$ cat src/chte_pkg.sv
// chte_pkg: shared types and constants of the cuckoo hash table engine
// depends on nothing
`timescale 1ns / 1ps
package chte_pkg;
   localparam logic [31:0] SEED_FIRST  = 32'hdeadbeaf;
   localparam logic [31:0] SEED_SECOND = 32'h00c0ffee;
   localparam int KEY_W   = 64;
   localparam int VALUE_W = 32;

   typedef enum logic [1:0] {
      CMD_PUT    = 2'd0,
      CMD_GET    = 2'd1,
      CMD_REMOVE = 2'd2,
      CMD_NOP    = 2'd3
   } cmd_type;

   typedef enum logic [1:0] {
      ST_OK       = 2'd0,
      ST_MISS     = 2'd1,
      ST_OVERFLOW = 2'd2
   } status_type;

   localparam logic CSR_TABLE_POWER = 1'b0;
   localparam logic CSR_KICK_LIMIT  = 1'b1;

   typedef enum logic [3:0] {
      S_IDLE, S_HASH, S_RD1, S_RD1W, S_RD2, S_RD2W, S_DECIDE,
      S_KHASH, S_KRD, S_KRDW, S_KWRITE, S_DONE
   } state_type;

   // hash unit handshake
   typedef struct packed {
      logic start;
      logic busy;
      logic done;
   } hash_ctl_type;

   function automatic logic [31:0] rotl32(input logic [31:0] x, input logic [4:0] r);
      logic [63:0] d;
      d = {x, x} << r;
      return d[63:32];
   endfunction
endpackage

$ cat src/chte_hash.sv
// chte_hash: iterative lookup3 final mix, one mix step per cycle
// depends on chte_pkg
`timescale 1ns / 1ps
module chte_hash #(
   parameter int KEY_BYTES = 8
) (
   input  logic                  clock,
   input  logic                  reset,
   input  logic                  start,
   input  logic [63:0]           key,
   output logic                  done,
   output logic [31:0]           hash_c,
   output logic [31:0]           hash_b
);
   import chte_pkg::*;

   localparam logic [31:0] INIT = 32'hdeadbeef + 32'(KEY_BYTES) + SEED_FIRST;

   logic [31:0] a_ff, b_ff, c_ff, a_in, b_in, c_in;
   logic [2:0]  step_ff, step_in;
   logic        busy_ff, busy_in;
   logic [31:0] ka, kb;

   always_comb begin
      ka = 32'd0;
      kb = 32'd0;
      for (int i = 0; i < 8; i++) begin
         if (i < KEY_BYTES) begin
            if (i < 4) ka[8*i +: 8] = key[8*i +: 8];
            else       kb[8*(i-4) +: 8] = key[8*i +: 8];
         end
      end
   end

   always_comb begin
      a_in = a_ff; b_in = b_ff; c_in = c_ff;
      step_in = step_ff; busy_in = busy_ff;
      done = 1'b0;
      if (start) begin
         a_in = INIT + ka;
         b_in = INIT + kb;
         c_in = INIT + SEED_SECOND;
         step_in = 3'd0;
         busy_in = 1'b1;
      end else if (busy_ff) begin
         // one mix line per cycle through one xor and subtract
         case (step_ff)
            3'd0: c_in = (c_ff ^ b_ff) - rotl32(b_ff, 5'd14);
            3'd1: a_in = (a_ff ^ c_ff) - rotl32(c_ff, 5'd11);
            3'd2: b_in = (b_ff ^ a_ff) - rotl32(a_ff, 5'd25);
            3'd3: c_in = (c_ff ^ b_ff) - rotl32(b_ff, 5'd16);
            3'd4: a_in = (a_ff ^ c_ff) - rotl32(c_ff, 5'd4);
            3'd5: b_in = (b_ff ^ a_ff) - rotl32(a_ff, 5'd14);
            3'd6: c_in = (c_ff ^ b_ff) - rotl32(b_ff, 5'd24);
            default: begin
               busy_in = 1'b0;
               done = 1'b1;
            end
         endcase
         step_in = step_ff + 3'd1;
      end
   end

   always_ff @(posedge clock) begin
      if (reset) begin
         busy_ff <= 1'b0;
         step_ff <= 3'd0;
      end else begin
         busy_ff <= busy_in;
         step_ff <= step_in;
      end
      a_ff <= a_in; b_ff <= b_in; c_ff <= c_in;
   end

   assign hash_c = c_ff;
   assign hash_b = b_ff;
endmodule

$ cat config.mk
export PLATFORM = sky130hd
export DESIGN_NAME = chte_hash
export DESIGN_NICKNAME = d
export VERILOG_FILES = /design/src/chte_pkg.sv /design/src/chte_hash.sv
export SDC_FILE = /design/constraint.sdc
export NUM_CORES = 1
export LEC_CHECK = 0
export ABC_AREA = 1
export BUFFER_PORTS_ARGS = -buffer_cell sky130_fd_sc_hd__buf_4
export CORE_AREA = 2 2 211 213
export DETAILED_ROUTE_END_ITERATION = 8
export DIE_AREA = 0 0 213 215
export PLACE_DENSITY_LB_ADDON = 0.2
export SETUP_SLACK_MARGIN = 0.02
export SLEW_MARGIN = 40
export SYNTH_ARGS = -nofsm -noshare
export SYNTH_HDL_FRONTEND = slang
export SYNTH_SLANG_ARGS = --single-unit
$ cat constraint.sdc
create_clock -name clock -period 4.9 [get_ports clock]
set_clock_uncertainty 0.1 [all_clocks]
set_input_delay 0.98 -clock clock [delete_from_list [all_inputs] [get_ports clock]]
set_output_delay 0.98 -clock clock [all_outputs]
set_load 0.005 [all_outputs]
==> flow_summary.toml <==
[outcome]
status = "finished, final reports clean"

[global_route]
grt_pass1_vias = 16300
grt_max_degree = 66
grt_pass1_wl_um = 98100
gr-total-overflow = 0
antenna_found_initial = 0
grt_usage_pct = 28.6

[clock_network]
max-clock-path-buffers = 2
cts_max_level = 3
cts.clk_slew.worst_paths_ns = 0.08
cts_tree = "built"
cts_resized = 0
post_cts_buffers = 0
clk_latency_ns = 0.39
ctsHoldBuffers = 0
numCtsBuffers = 9
cts_sinks = 100
ctsRootBufferMaster = "clkbuf_16"

[worst_setup_path]
path_depth = 17
cp_slowest_stage_delay_ns = 0.52
endpoint = "hash_c[26]$_SDFFE_PP1P_"
arrival_ns = 3.98
regToRegEndpoint = "hash_c[26]$_SDFFE_PP1P_"
cp_top_family = "simple AND/OR/NAND/NOR gates"
worstPathMaxFanout = 31
critPathSlowestCell = "o21ai_0"
crit_required_ns = 5.08
crit_chain = "inv_1, ha_1, nand2_2, nand2_2, buf_4, o21ai_0, ha_1, nand2_1, inv_1, nand2_1, nand2_1, a21oi_1, nor2_1, nor2_1, nand3_1, nand3_1, nand2_1"
worst-setup-path-type = "register to register"
crit_path_end_kind = "register"
critPathBufInv = 3
crit_path_start_kind = "register"
r2r_cells = 17
reg2reg_from = "step_ff[0]$_SDFFE_PP0P_"
worstSetupStartpoint = "step_ff[0]$_SDFFE_PP0P_"
cp_common_cell = "nand2_1"
reg2reg_slack_ns = 1.11

[timing]
finalSetupViolCount = 0
rsz0062_at_grt = "no"
period_needed_ns = 3.79
whs_ns = 0.416
worst_pin_slew_ns = 0.822
fmax_mhz = 264
period_share_pct = 77.4
slew_headroom_pct = 45.0
final-hold-violation-count = 0
fin_tns_setup_ns = 0
finalMaxSlewViolations = 0

[floorplanning]
fp.dieW_um = 213
fp.dieH_um = 215
rows = 77
start_util_pct = 34.7
die-area_um2 = 45800
coreArea_um2 = 43600
io_pins = 132

[yosys]
synth.top_cell.area_share_pct = 20.8
yosysUniqueCellTypes = 48
avgSynthCellArea_um2 = 5.75
yosysSeqAreaShare_pct = 17.5
synth_edf_count = 64
synthArstFlopShare_pct = 0
synthesis.nets = 2799
synth.cell_area_um2 = 15100
synthFlopType = "edfxtp_1"
synth_top_cell_by_area = "nand2_1"
synthTopCellsByArea = "nand2_1 21%, edfxtp_1 13%, inv_1 10%"
postSynthCellCount = 2629
yosys_register_bits = 100
yosysWarnings = 0

[detailed_routing]
vias = 17800
drt_iter0_markers = 1792
top_layer = "met4"
drt-vias-per-instance = 5.35
drc = 0
m1WireLength_um = 29600
drt-pass1-iter-count = 6
routed_wl_um = 66500
wl_met2_um = 28800
wl_per_cell_um = 20.0
route.met3.wl_um = 4880
antenna_left = 0

[layout]
area_growth_pct = 12.8
layout.nets = 2904
final_layout_size_suffix_gt1_share_pct = 6.86
diodes = 0
final_cells = 3331

[pwr]
leakagePower_nw = 8.99
powerDensity_nw_per_um2 = 479
ir_drop_mv = 0.218

[worst_hold_path]
hold_class = "register to register"

[placed_design]
dpl.hpwl_um = 55100
port_buffers = 131
globalplace.congestion = 0.997
dp_cells = 3315

[job]
cap_viol_max_count = 0
[synth_stat cells (all sizes together) (7+ instances only)]
cell type and number:
o21bai 23, o221ai 28, buf 19, a31oi 10, nand2 846, clkbuf 27, a21oi 185, dfxtp 36
xor2 114, nand4 22, or2 7, nand3 222, o21ai 143, xnor2 14, mux2i 19, nand3b 12
edfxtp 64, nor2 262, inv 411, ha 100, nor3 30
[stage by stage]
stage / total power [mW] / util, % / cell area, um2 / worst slack [ns]
6_report: 8.18 / 39.1 / 17100 / 1.11
3_5_place_dp: 7.19 / 38.4 / 16700 / 1.17
4_1_cts: 8.06 / 39.1 / 17100 / 1.17
5_1_grt: 8.86 / 39.1 / 17100 / 0.748
2_1_floorplan: 5.29 / - / 15100 / 1.38
3_3_place_gp: 7.18 / 38.4 / 16700 / 1.20
[cell type report]
class,count,area [um2]
clock buffer,10,229
clock inverter,6,87.6
fill,4893,26600
inverter,411,1550
multi-input combinational,2072,10800
sequential,100,2640
tap,592,741
timing repair buffer,140,1050
[power by group]
part	internal, mW	switching, mW	leakage (nW)
logic	1.95	3.75	7.92
registers	1.13	0.517	0.912
clock network	0.450	0.390	0.157
total	3.53	4.65	8.99
[layout by cell type, fill, tap and decap left out, types with 3 or more instances in the layout]
| cell | netlist | layout |
|---|---|---|
| dfxtp_1 | 36 | 36 |
| fa_1 | 3 | 3 |
| a21oi_2 | 3 | 3 |
| clkbuf_16 | 0 | 9 |
| a21o_1 | 4 | 4 |
| nand4_1 | 22 | 22 |
| nand2_2 | 7 | 8 |
| o21bai_1 | 23 | 23 |
| o21a_1 | 5 | 5 |
| edfxtp_1 | 64 | 64 |
| nor2_2 | 3 | 3 |
| o22ai_1 | 5 | 5 |
| nand3b_1 | 12 | 12 |
| o21ai_2 | 4 | 4 |
| a21boi_0 | 4 | 4 |
| mux2i_1 | 19 | 19 |
| buf_4 | 4 | 140 |
| nand2_1 | 839 | 838 |
| inv_2 | 4 | 4 |
| ha_1 | 100 | 100 |
| a21oi_1 | 182 | 182 |
| nor2_1 | 259 | 259 |
| o221ai_1 | 28 | 28 |
| o21ai_1 | 20 | 20 |
| or2_2 | 4 | 4 |
| o21ai_0 | 119 | 119 |
| inv_1 | 406 | 405 |
| and2_1 | 3 | 3 |
| a31oi_1 | 10 | 8 |
| xor2_1 | 114 | 114 |
| xnor2_1 | 14 | 14 |
| nand3_1 | 221 | 221 |
| nor3_1 | 28 | 28 |
[registers in the layout, indices dropped and copies added, names as in the netlist]
| register | flops |
|---|---|
| a_ff | 32 |
| busy_ff | 1 |
| hash_b | 32 |
| hash_c | 32 |
| step_ff | 3 |
[routing by layer]
metal  track usage, %  vias to the layer above
met5                0                        -
met4             13.7                        0
met3             3.32                      131
met2             44.4                      804
met1             39.1                     8188
li1                 -                     8705
[worst min-delay path: cells and delay by family (launching register included)]
family             cells  cell delay (ns)
AOI/OAI and AO/OA      1             0.05
and+or+nand+nor        1             0.07
DFF                    1             0.35
[worst min path at each step]
stage                         endpoint  depth (start not counted)  slack (ns)                    start
2_1_floorplan  step_ff[0]$_SDFFE_PP0P_                          2        0.37  step_ff[0]$_SDFFE_PP0P_
3_3_place_gp   step_ff[0]$_SDFFE_PP0P_                          2        0.39  step_ff[0]$_SDFFE_PP0P_
3_5_place_dp   step_ff[0]$_SDFFE_PP0P_                          2        0.40  step_ff[0]$_SDFFE_PP0P_
4_1_cts        step_ff[0]$_SDFFE_PP0P_                          2        0.41  step_ff[0]$_SDFFE_PP0P_
5_1_grt        step_ff[0]$_SDFFE_PP0P_                          2        0.44  step_ff[0]$_SDFFE_PP0P_
6_report       step_ff[0]$_SDFFE_PP0P_                          2        0.42  step_ff[0]$_SDFFE_PP0P_
[logic make-up after synthesis]
logic type	after synthesis	share of synthesized area [%]
adder cells (fa/ha/maj)	103	8.67
XOR/XNOR	128	7.41
flip-flops	100	17.5
AND/OR/NAND/NOR	1406	38.1
multiplexers	19	1.26
buffers and inverters	457	11.5
AO/OA/AOI/OAI	416	15.5
Note: power is estimated with default switching activity, not from simulation.
